File: src/hdl/mfc_pkg.sv
// Shared types and constants for the multitouch frame classifier.
// Event codes, register indexes, seen-flag bits and the config/result structs.
// No dependencies.
package mfc_pkg;

    // Event types
    localparam logic [4:0] EV_SYN = 5'd0;
    localparam logic [4:0] EV_ABS = 5'd3;

    // Sync codes
    localparam logic [9:0] SYNC_FRAME   = 10'd0;
    localparam logic [9:0] SYNC_CONTACT = 10'd2;

    // Absolute axis codes
    localparam logic [9:0] AXIS_TOUCH_SIZE = 10'h030;
    localparam logic [9:0] AXIS_POS_X      = 10'h035;
    localparam logic [9:0] AXIS_POS_Y      = 10'h036;
    localparam logic [9:0] AXIS_TRACK_ID   = 10'h039;

    // Bit positions in the packet seen flags
    localparam int SEEN_X     = 0;
    localparam int SEEN_Y     = 1;
    localparam int SEEN_ANY   = 2;
    localparam int SEEN_SIZE  = 3;
    localparam int SEEN_TRACK = 4;

    // Register indexes (word address bits)
    localparam logic [2:0] REG_X_LOWER    = 3'd0;
    localparam logic [2:0] REG_X_UPPER    = 3'd1;
    localparam logic [2:0] REG_Y_LOWER    = 3'd2;
    localparam logic [2:0] REG_Y_UPPER    = 3'd3;
    localparam logic [2:0] REG_TRACKS_IDS = 3'd4;

    localparam int ADDR_W = 5;

    // Register reset values
    localparam logic [31:0] X_LOWER_RST = 32'd0;
    localparam logic [31:0] X_UPPER_RST = 32'd4095;
    localparam logic [31:0] Y_LOWER_RST = 32'd0;
    localparam logic [31:0] Y_UPPER_RST = 32'd4095;

    typedef enum logic [1:0] {
        KIND_POSITION   = 2'd0,
        KIND_INVALID    = 2'd1,
        KIND_MULTITOUCH = 2'd2,
        KIND_RELEASE    = 2'd3
    } frame_kind_t;

    typedef struct packed {
        logic signed [31:0] x_lower;
        logic signed [31:0] x_upper;
        logic signed [31:0] y_lower;
        logic signed [31:0] y_upper;
        logic               tracks_ids;
    } cfg_t;

    typedef struct packed {
        frame_kind_t        kind;
        logic signed [31:0] pos_x;
        logic signed [31:0] pos_y;
        logic [7:0]         contact_count;
    } result_t;

endpackage

File: src/hdl/mfc_apb_regs.sv
// APB configuration registers for the multitouch frame classifier.
// Holds the bounds window and the tracking-id enable; depends on mfc_pkg.
module mfc_apb_regs
    import mfc_pkg::*;
(
    input  logic              aclk,
    input  logic              aresetn,
    input  logic              psel,
    input  logic              penable,
    input  logic              pwrite,
    input  logic [ADDR_W-1:0] paddr,
    input  logic [31:0]       pwdata,
    output logic [31:0]       prdata,
    output logic              pready,
    output cfg_t              cfg
);

    cfg_t       cfg_reg;
    logic       wr_en;
    logic [2:0] reg_idx;

    assign pready  = 1'b1;
    assign wr_en   = psel & penable & pwrite;
    assign reg_idx = paddr[ADDR_W-1:2];
    assign cfg     = cfg_reg;

    // Write the addressed register on the access cycle
    always_ff @(posedge aclk) begin
        if (!aresetn) begin
            cfg_reg.x_lower    <= X_LOWER_RST;
            cfg_reg.x_upper    <= X_UPPER_RST;
            cfg_reg.y_lower    <= Y_LOWER_RST;
            cfg_reg.y_upper    <= Y_UPPER_RST;
            cfg_reg.tracks_ids <= 1'b0;
        end else if (wr_en) begin
            unique case (reg_idx)
                REG_X_LOWER:    cfg_reg.x_lower    <= pwdata;
                REG_X_UPPER:    cfg_reg.x_upper    <= pwdata;
                REG_Y_LOWER:    cfg_reg.y_lower    <= pwdata;
                REG_Y_UPPER:    cfg_reg.y_upper    <= pwdata;
                REG_TRACKS_IDS: cfg_reg.tracks_ids <= pwdata[0];
                default: ;
            endcase
        end
    end

    // Read back
    always_comb begin
        unique case (reg_idx)
            REG_X_LOWER:    prdata = cfg_reg.x_lower;
            REG_X_UPPER:    prdata = cfg_reg.x_upper;
            REG_Y_LOWER:    prdata = cfg_reg.y_lower;
            REG_Y_UPPER:    prdata = cfg_reg.y_upper;
            REG_TRACKS_IDS: prdata = {31'd0, cfg_reg.tracks_ids};
            default:        prdata = 32'd0;
        endcase
    end

endmodule

File: src/hdl/mfc_event_core.sv
// Event processing core: packet latches, contact cache, frame counters.
// Updates all tracking state for one event word per cycle while fire is high; depends on mfc_pkg.
module mfc_event_core
    import mfc_pkg::*;
(
    input  logic               aclk,
    input  logic               aresetn,
    input  logic               fire,
    input  logic [4:0]         cmd,
    input  logic [9:0]         event_code,
    input  logic signed [31:0] event_value,
    input  cfg_t               cfg,
    output logic               res_valid,
    output result_t            res
);

    logic signed [31:0] pkt_x_reg, pkt_x_next;
    logic signed [31:0] pkt_y_reg, pkt_y_next;
    logic signed [31:0] pkt_track_reg, pkt_track_next;
    logic               pkt_size_nz_reg, pkt_size_nz_next;
    logic [4:0]         pkt_seen_reg, pkt_seen_next;
    logic signed [31:0] cached_x_reg, cached_x_next;
    logic signed [31:0] cached_y_reg, cached_y_next;
    logic [1:0]         cached_valid_reg, cached_valid_next;
    logic               touch_active_reg, touch_active_next;
    logic signed [31:0] cur_track_reg, cur_track_next;
    logic               cur_track_valid_reg, cur_track_valid_next;
    logic [7:0]         frame_cnt_reg, frame_cnt_next;
    logic signed [31:0] frame_x_reg, frame_x_next;
    logic signed [31:0] frame_y_reg, frame_y_next;
    logic               frame_pos_valid_reg, frame_pos_valid_next;
    logic               pending_empty_reg, pending_empty_next;
    logic               is_contact;
    logic               in_bounds;

    function automatic logic [7:0] sat_inc(input logic [7:0] v);
        return (v == 8'hFF) ? v : v + 8'd1;
    endfunction

    // Bounds check on the frame position
    assign in_bounds = (frame_x_reg >= cfg.x_lower) && (frame_x_reg <= cfg.x_upper) &&
                       (frame_y_reg >= cfg.y_lower) && (frame_y_reg <= cfg.y_upper);

    // Next-state logic for one event word
    always_comb begin
        pkt_x_next           = pkt_x_reg;
        pkt_y_next           = pkt_y_reg;
        pkt_track_next       = pkt_track_reg;
        pkt_size_nz_next     = pkt_size_nz_reg;
        pkt_seen_next        = pkt_seen_reg;
        cached_x_next        = cached_x_reg;
        cached_y_next        = cached_y_reg;
        cached_valid_next    = cached_valid_reg;
        touch_active_next    = touch_active_reg;
        cur_track_next       = cur_track_reg;
        cur_track_valid_next = cur_track_valid_reg;
        frame_cnt_next       = frame_cnt_reg;
        frame_x_next         = frame_x_reg;
        frame_y_next         = frame_y_reg;
        frame_pos_valid_next = frame_pos_valid_reg;
        pending_empty_next   = pending_empty_reg;
        is_contact           = 1'b0;
        res_valid            = 1'b0;
        res.kind             = KIND_RELEASE;
        res.pos_x            = '0;
        res.pos_y            = '0;
        res.contact_count    = frame_cnt_reg;

        if (fire && cmd == EV_ABS) begin
            // Latch absolute axis values into the open packet
            pkt_seen_next[SEEN_ANY] = 1'b1;
            case (event_code)
                AXIS_POS_X: begin
                    pkt_x_next = event_value;
                    pkt_seen_next[SEEN_X] = 1'b1;
                end
                AXIS_POS_Y: begin
                    pkt_y_next = event_value;
                    pkt_seen_next[SEEN_Y] = 1'b1;
                end
                AXIS_TOUCH_SIZE: begin
                    pkt_size_nz_next = (event_value != 32'sd0);
                    pkt_seen_next[SEEN_SIZE] = 1'b1;
                end
                AXIS_TRACK_ID: begin
                    pkt_track_next = event_value;
                    pkt_seen_next[SEEN_TRACK] = 1'b1;
                end
                default: ;
            endcase
        end else if (fire && cmd == EV_SYN && event_code == SYNC_CONTACT) begin
            // Close the packet and decide whether it is a contact
            is_contact = pkt_seen_reg[SEEN_ANY];
            if (pkt_seen_reg[SEEN_SIZE] && !pkt_size_nz_reg) begin
                is_contact = 1'b0;
            end
            if (cfg.tracks_ids && pkt_seen_reg[SEEN_TRACK] && pkt_track_reg[31]) begin
                is_contact = 1'b0;
            end
            if (is_contact) begin
                // Replay the cached contact after an empty packet
                if (pending_empty_reg) begin
                    frame_cnt_next = sat_inc(frame_cnt_next);
                    if (frame_cnt_next == 8'd1 && cached_valid_next == 2'b11) begin
                        frame_x_next         = cached_x_next;
                        frame_y_next         = cached_y_next;
                        frame_pos_valid_next = 1'b1;
                    end
                    pending_empty_next = 1'b0;
                end
                // Drop the cache when the tracking id changes
                if (cfg.tracks_ids && pkt_seen_reg[SEEN_TRACK]) begin
                    if (!cur_track_valid_reg || pkt_track_reg != cur_track_reg) begin
                        cached_valid_next = 2'b00;
                    end
                    cur_track_next       = pkt_track_reg;
                    cur_track_valid_next = 1'b1;
                end
                if (pkt_seen_reg[SEEN_X]) begin
                    cached_x_next        = pkt_x_reg;
                    cached_valid_next[0] = 1'b1;
                end
                if (pkt_seen_reg[SEEN_Y]) begin
                    cached_y_next        = pkt_y_reg;
                    cached_valid_next[1] = 1'b1;
                end
                frame_cnt_next = sat_inc(frame_cnt_next);
                if (frame_cnt_next == 8'd1 && cached_valid_next == 2'b11) begin
                    frame_x_next         = cached_x_next;
                    frame_y_next         = cached_y_next;
                    frame_pos_valid_next = 1'b1;
                end
            end else if (touch_active_reg) begin
                pending_empty_next = 1'b1;
            end
            pkt_seen_next = '0;
        end else if (fire && cmd == EV_SYN && event_code == SYNC_FRAME) begin
            // Classify the frame and emit one result word
            res_valid = 1'b1;
            if (frame_cnt_reg == 8'd1) begin
                touch_active_next = 1'b1;
                if (frame_pos_valid_reg && in_bounds) begin
                    res.kind  = KIND_POSITION;
                    res.pos_x = frame_x_reg;
                    res.pos_y = frame_y_reg;
                end else begin
                    res.kind = KIND_INVALID;
                end
            end else if (frame_cnt_reg > 8'd1) begin
                touch_active_next = 1'b1;
                res.kind          = KIND_MULTITOUCH;
            end else begin
                res.kind             = KIND_RELEASE;
                cached_valid_next    = 2'b00;
                touch_active_next    = 1'b0;
                cur_track_valid_next = 1'b0;
            end
            frame_cnt_next       = 8'd0;
            frame_pos_valid_next = 1'b0;
            pending_empty_next   = 1'b0;
            pkt_seen_next        = '0;
        end
    end

    // Hold tracking state
    always_ff @(posedge aclk) begin
        if (!aresetn) begin
            pkt_x_reg           <= '0;
            pkt_y_reg           <= '0;
            pkt_track_reg       <= '0;
            pkt_size_nz_reg     <= 1'b0;
            pkt_seen_reg        <= '0;
            cached_x_reg        <= '0;
            cached_y_reg        <= '0;
            cached_valid_reg    <= '0;
            touch_active_reg    <= 1'b0;
            cur_track_reg       <= '0;
            cur_track_valid_reg <= 1'b0;
            frame_cnt_reg       <= '0;
            frame_x_reg         <= '0;
            frame_y_reg         <= '0;
            frame_pos_valid_reg <= 1'b0;
            pending_empty_reg   <= 1'b0;
        end else begin
            pkt_x_reg           <= pkt_x_next;
            pkt_y_reg           <= pkt_y_next;
            pkt_track_reg       <= pkt_track_next;
            pkt_size_nz_reg     <= pkt_size_nz_next;
            pkt_seen_reg        <= pkt_seen_next;
            cached_x_reg        <= cached_x_next;
            cached_y_reg        <= cached_y_next;
            cached_valid_reg    <= cached_valid_next;
            touch_active_reg    <= touch_active_next;
            cur_track_reg       <= cur_track_next;
            cur_track_valid_reg <= cur_track_valid_next;
            frame_cnt_reg       <= frame_cnt_next;
            frame_x_reg         <= frame_x_next;
            frame_y_reg         <= frame_y_next;
            frame_pos_valid_reg <= frame_pos_valid_next;
            pending_empty_reg   <= pending_empty_next;
        end
    end

endmodule

File: src/hdl/mfc_out_buf.sv
// Two-entry result buffer: output register plus skid register.
// Keeps m_ready off the combinational path to the input side; depends on mfc_pkg.
module mfc_out_buf
    import mfc_pkg::*;
(
    input  logic    aclk,
    input  logic    aresetn,
    input  logic    push,
    input  result_t push_data,
    output logic    room,
    output logic    m_valid,
    input  logic    m_ready,
    output result_t m_data
);

    logic    out_valid_reg;
    logic    skid_valid_reg;
    result_t out_data_reg;
    result_t skid_data_reg;
    logic    pop;

    assign pop     = out_valid_reg & m_ready;
    assign room    = ~skid_valid_reg;
    assign m_valid = out_valid_reg;
    assign m_data  = out_data_reg;

    // Valid flags
    always_ff @(posedge aclk) begin
        if (!aresetn) begin
            out_valid_reg  <= 1'b0;
            skid_valid_reg <= 1'b0;
        end else if (pop || !out_valid_reg) begin
            if (skid_valid_reg) begin
                out_valid_reg  <= 1'b1;
                skid_valid_reg <= push;
            end else begin
                out_valid_reg <= push;
            end
        end else if (push) begin
            skid_valid_reg <= 1'b1;
        end
    end

    // Payload: advance skid into the output slot, park new words behind it
    always_ff @(posedge aclk) begin
        if (pop || !out_valid_reg) begin
            if (skid_valid_reg) begin
                out_data_reg  <= skid_data_reg;
                skid_data_reg <= push_data;
            end else begin
                out_data_reg <= push_data;
            end
        end else if (push) begin
            skid_data_reg <= push_data;
        end
    end

endmodule

File: src/hdl/multitouch_frame_classifier_top.sv
// Multitouch frame classifier, top level.
// Path of a frame sync word: input register, event core, result buffer register, then m_*.
// Throughput: one event word per cycle while the result buffer has room.
// Reset: aresetn (synchronous, active low) clears all tracking state and restores
// the register defaults (bounds 0..4095, tracking ids off).
// Depends on mfc_pkg, mfc_apb_regs, mfc_event_core and mfc_out_buf.
module multitouch_frame_classifier_top
    import mfc_pkg::*;
(
    input  logic               aclk,
    input  logic               aresetn,
    // Configuration port
    input  logic               psel,
    input  logic               penable,
    input  logic               pwrite,
    input  logic [ADDR_W-1:0]  paddr,
    input  logic [31:0]        pwdata,
    output logic [31:0]        prdata,
    output logic               pready,
    // Event input
    input  logic               s_valid,
    output logic               s_ready,
    input  logic [4:0]         s_cmd,
    input  logic [9:0]         s_event_code,
    input  logic signed [31:0] s_event_value,
    // Result output
    output logic               m_valid,
    input  logic               m_ready,
    output logic [1:0]         m_frame_kind,
    output logic signed [31:0] m_pos_x,
    output logic signed [31:0] m_pos_y,
    output logic [7:0]         m_contact_count
);

    cfg_t               cfg;
    logic               in_valid_reg;
    logic [4:0]         in_cmd_reg;
    logic [9:0]         in_code_reg;
    logic signed [31:0] in_value_reg;
    logic               out_room;
    logic               fire;
    logic               res_valid;
    result_t            res;
    result_t            m_data;

    mfc_apb_regs u_regs (
        .aclk    (aclk),
        .aresetn (aresetn),
        .psel    (psel),
        .penable (penable),
        .pwrite  (pwrite),
        .paddr   (paddr),
        .pwdata  (pwdata),
        .prdata  (prdata),
        .pready  (pready),
        .cfg     (cfg)
    );

    // Process the registered word whenever the result buffer has room
    assign fire    = in_valid_reg & out_room;
    assign s_ready = ~in_valid_reg | out_room;

    // Input register
    always_ff @(posedge aclk) begin
        if (!aresetn) begin
            in_valid_reg <= 1'b0;
        end else if (s_ready) begin
            in_valid_reg <= s_valid;
        end
    end

    always_ff @(posedge aclk) begin
        if (s_ready && s_valid) begin
            in_cmd_reg   <= s_cmd;
            in_code_reg  <= s_event_code;
            in_value_reg <= s_event_value;
        end
    end

    mfc_event_core u_core (
        .aclk        (aclk),
        .aresetn     (aresetn),
        .fire        (fire),
        .cmd         (in_cmd_reg),
        .event_code  (in_code_reg),
        .event_value (in_value_reg),
        .cfg         (cfg),
        .res_valid   (res_valid),
        .res         (res)
    );

    mfc_out_buf u_out (
        .aclk      (aclk),
        .aresetn   (aresetn),
        .push      (fire & res_valid),
        .push_data (res),
        .room      (out_room),
        .m_valid   (m_valid),
        .m_ready   (m_ready),
        .m_data    (m_data)
    );

    assign m_frame_kind    = m_data.kind;
    assign m_pos_x         = m_data.pos_x;
    assign m_pos_y         = m_data.pos_y;
    assign m_contact_count = m_data.contact_count;

endmodule
File: config.mk
export PLATFORM = sky130hd
export DESIGN_NAME = multitouch_frame_classifier_top
export DESIGN_NICKNAME = d
export VERILOG_FILES = /design/src/hdl/mfc_pkg.sv /design/src/hdl/mfc_apb_regs.sv /design/src/hdl/mfc_event_core.sv /design/src/hdl/mfc_out_buf.sv /design/src/hdl/multitouch_frame_classifier_top.sv
export SDC_FILE = /design/constraint.sdc
export NUM_CORES = 1
export LEC_CHECK = 0
export ABC_AREA = 1
export BUFFER_PORTS_ARGS = -buffer_cell sky130_fd_sc_hd__buf_2
export CAP_MARGIN = 10
export CELL_PAD_IN_SITES_DETAIL_PLACEMENT = 1
export CELL_PAD_IN_SITES_GLOBAL_PLACEMENT = 1
export CORE_MARGIN = 5
export CORE_UTILIZATION = 49
export CTS_CLUSTER_DIAMETER = 200
export CTS_CLUSTER_SIZE = 12
export DETAILED_ROUTE_END_ITERATION = 8
export PLACE_DENSITY = 0.95
export SLEW_MARGIN = 20
export SYNTH_ARGS = -nofsm -noshare
export SYNTH_HDL_FRONTEND = slang
export SYNTH_HIERARCHICAL = 1
export SYNTH_SLANG_ARGS = --single-unit
File: constraint.sdc
create_clock -name aclk -period 11.7 [get_ports aclk]
set_clock_uncertainty 0.1 [all_clocks]
set_input_delay 2.34 -clock aclk [delete_from_list [all_inputs] [get_ports aclk]]
set_output_delay 2.34 -clock aclk [all_outputs]
set_load 0.02 [all_outputs]
==> results_dict.tcl <==
set metrics [dict create \
    status "complete, no violations" \
    clockRootBuffer "clkbuf_16" \
    drive_gt1_frac 0.0819 \
    yosysSeqAreaShare 0.467 \
    hold_class "reg2reg" \
    synthArstFlopShare 0 \
    finalWirelength_mm 104 \
    rows 90 \
    routabilityCongestion 0.889 \
    largest_register_ffs 129 \
    synth_top_area_cell "dfxtp_1" \
    grt_pass1_vias 28400 \
    numPortBuffers 196 \
    max_freq_mhz 152 \
    finalHoldViolations 0 \
    syn_inst 4034 \
    grt_pass1_wl_mm 159 \
    leakagePower_uw 0.0149 \
    crit_fanout 38 \
    nFillCells 7647 \
    via_per_inst 5.75 \
    detail_route.wl_per_cell_microns 21.1 \
    finalMaxSlewViolations 0 \
    cts_sinks 603 \
    route.detailed.drc 0 \
    min_period_ps 6560 \
    die_h_microns 258 \
    path_cells "buf_2 -> inv_2 -> nand2_1 -> nor2_4 -> buf_4 -> a21oi_1 -> nand2_1 -> buf_2" \
    p_per_area_nw_per_um2 123 \
    startpoint_type "input port" \
    cts_tree "yes" \
    grt_usage 0.298 \
    path_clk_slew_ps 60 \
    yosys.area.top_type_share 0.272 \
    synth_area_sq_um 30000 \
    post-route-util 0.540 \
    cap_violations 0 \
    htreeDepth 2 \
    setup_viol 0 \
    start_util 0.496 \
    die_x_microns 258 \
    synth_area_per_cell_sq_um 7.44 \
    register_area_sq_um 14000 \
    grt_overflow_total 0 \
    critPathKind "in2out" \
    synth.area.top_cells "dfxtp_1, edfxtp_1, nand2_1" \
    postCtsSetupBuffers 0 \
    ir_drop_v 0.000134 \
    cts_resized 0 \
    syn2layout_area_growth_pct 9.00 \
    slowest_delay_ps 510 \
    multi_input_area_sq_um 13100 \
    hold_buffers 0 \
    synth-edff-count 195 \
    antenna_found_initial 2 \
    nets 4320 \
    finalSetupTns_ps 0 \
    cts_buffer_depth 3 \
    cp.arrival_ps 4120 \
    synth_top_flop_cell "dfxtp_1" \
    relSlewSlack 0.239 \
    clock_latency_ps 640 \
    synth_seq_cells 603 \
    fin_crit_sh 0.561 \
    core-area_sq_um 60600 \
    tightest_slew_ps 1140 \
    ios 200 \
    syn-num-nets 4257 \
    dpl.hpwl_mm 67.7 \
    cts_buffers 56 \
    ys_warn_count 6 \
    rsz0062_at_grt "no" \
    vias 28200 \
    ant_nets 0 \
    slowest_stage "buf_4" \
    dr.pass1.iters 5 \
    critPathCaptureType "primary output" \
    die-area_sq_um 66300 \
    yosysUniqueCellTypes 50 \
    drt_iter0_drc 2739 \
    worstPathRequired_ps 9260 \
    grt_max_degree 130 \
]
[routing by layer]
metal | up-vias | wire (microns) | track usage
met2 | 1163 | 49500 | 0.506
li1 | 13000 | - | -
met5 | - | 0 | 0
met4 | 0 | 6270 | 0.155
met1 | 13700 | 40900 | 0.372
met3 | 337 | 7110 | 0.0403
[worst max-delay path, delay by kind of cell]
family	cells	cell delay [ps]
buf+inv	4	980
simple gates	3	640
compound gates	1	140
[cells in the final DEF, fill, tap and decap left out, types with 11 or more instances in the layout]
cell type  netlist  routed
a211oi_1        42      42
a21oi_1        252     251
buf_2           54     195
buf_4           30      26
clkbuf_1       106      29
clkbuf_16        0      56
dfxtp_1        408     405
edfxtp_1       195     195
ha_1           132     132
inv_1          494     493
nand2_1       1120    1118
nand3_1        163     163
nand4_1         94      94
nor2_1         548     546
nor2_4           6      11
nor4_1          13      13
o21ai_0        236     236
[Yosys cell counts, types with 6 or more instances]
cell,number
inv_1,494
o21ai_0,236
a211oi_1,42
nand4_1,94
nor2_1,548
buf_2,54
dfxtp_1,408
nor4_1,13
nand2_2,9
nor2_4,6
nor3_1,11
inv_2,11
buf_6,16
nand3_1,163
xor2_1,10
buf_1,12
a21oi_1,252
nand2_1,1120
ha_1,132
o22ai_1,8
clkbuf_1,106
nor2_2,9
buf_4,30
edfxtp_1,195
o21a_1,7
[power breakdown]
part,switching (uW),total (uW),internal (uW)
Clock,814,1700,885
Combinational,121,164,43.7
Sequential,11.8,2180,2160
Total,947,4040,3090
[kinds of logic after synthesis]
family,count (synthesis),synth area share
AO/OA/AOI/OAI,569,0.102
XOR/XNOR,14,0.00408
adder cells (fa/ha/maj),132,0.0550
buffers and inverters,724,0.101
flip-flops,603,0.467
other,1,0.000125
AND/OR/NAND/NOR,1991,0.272
[worst paths after layout]
kind / start / endpoint / slack (ps) / cells after the start
min: u_core/cached_y_reg[25] / u_core/cached_y_reg[25] / 370 / 2
min reg2reg: u_core/cached_y_reg[25] / u_core/cached_y_reg[25] / 370 / 2
max reg2reg: u_out/skid_valid_reg / u_out/m_data[14] / 6430 / 17
max: paddr[4] / prdata[16] / 5140 / 8
[cell type report]
cell class                      count  area share
Timing Repair Buffer              223      0.0366
Multi-Input combinational cell   2707       0.399
Sequential cell                   603       0.429
Clock buffer                       85      0.0461
Inverter                          506      0.0581
Clock inverter                      4     0.00172
Antenna cell                        1   0.0000765
Tap cell                          782      0.0299
[through the flow]
step / setup slack (ps) / instance area (sq um) / instances / power [uW] / hold slack [ps]
4_1_cts: 5170 / 32700 / 4910 / 4060 / 366
3_3_place_gp: 5200 / 31200 / 4821 / 2370 / 349
2_1_floorplan: 5300 / 30000 / 4034 / 2320 / 325
5_1_grt: 5060 / 32700 / 4911 / 4160 / 393
6_report: 5140 / 32700 / 4911 / 4040 / 367
3_5_place_dp: 5180 / 31200 / 4821 / 2380 / 356
Power figures use the tool's default switching activity.
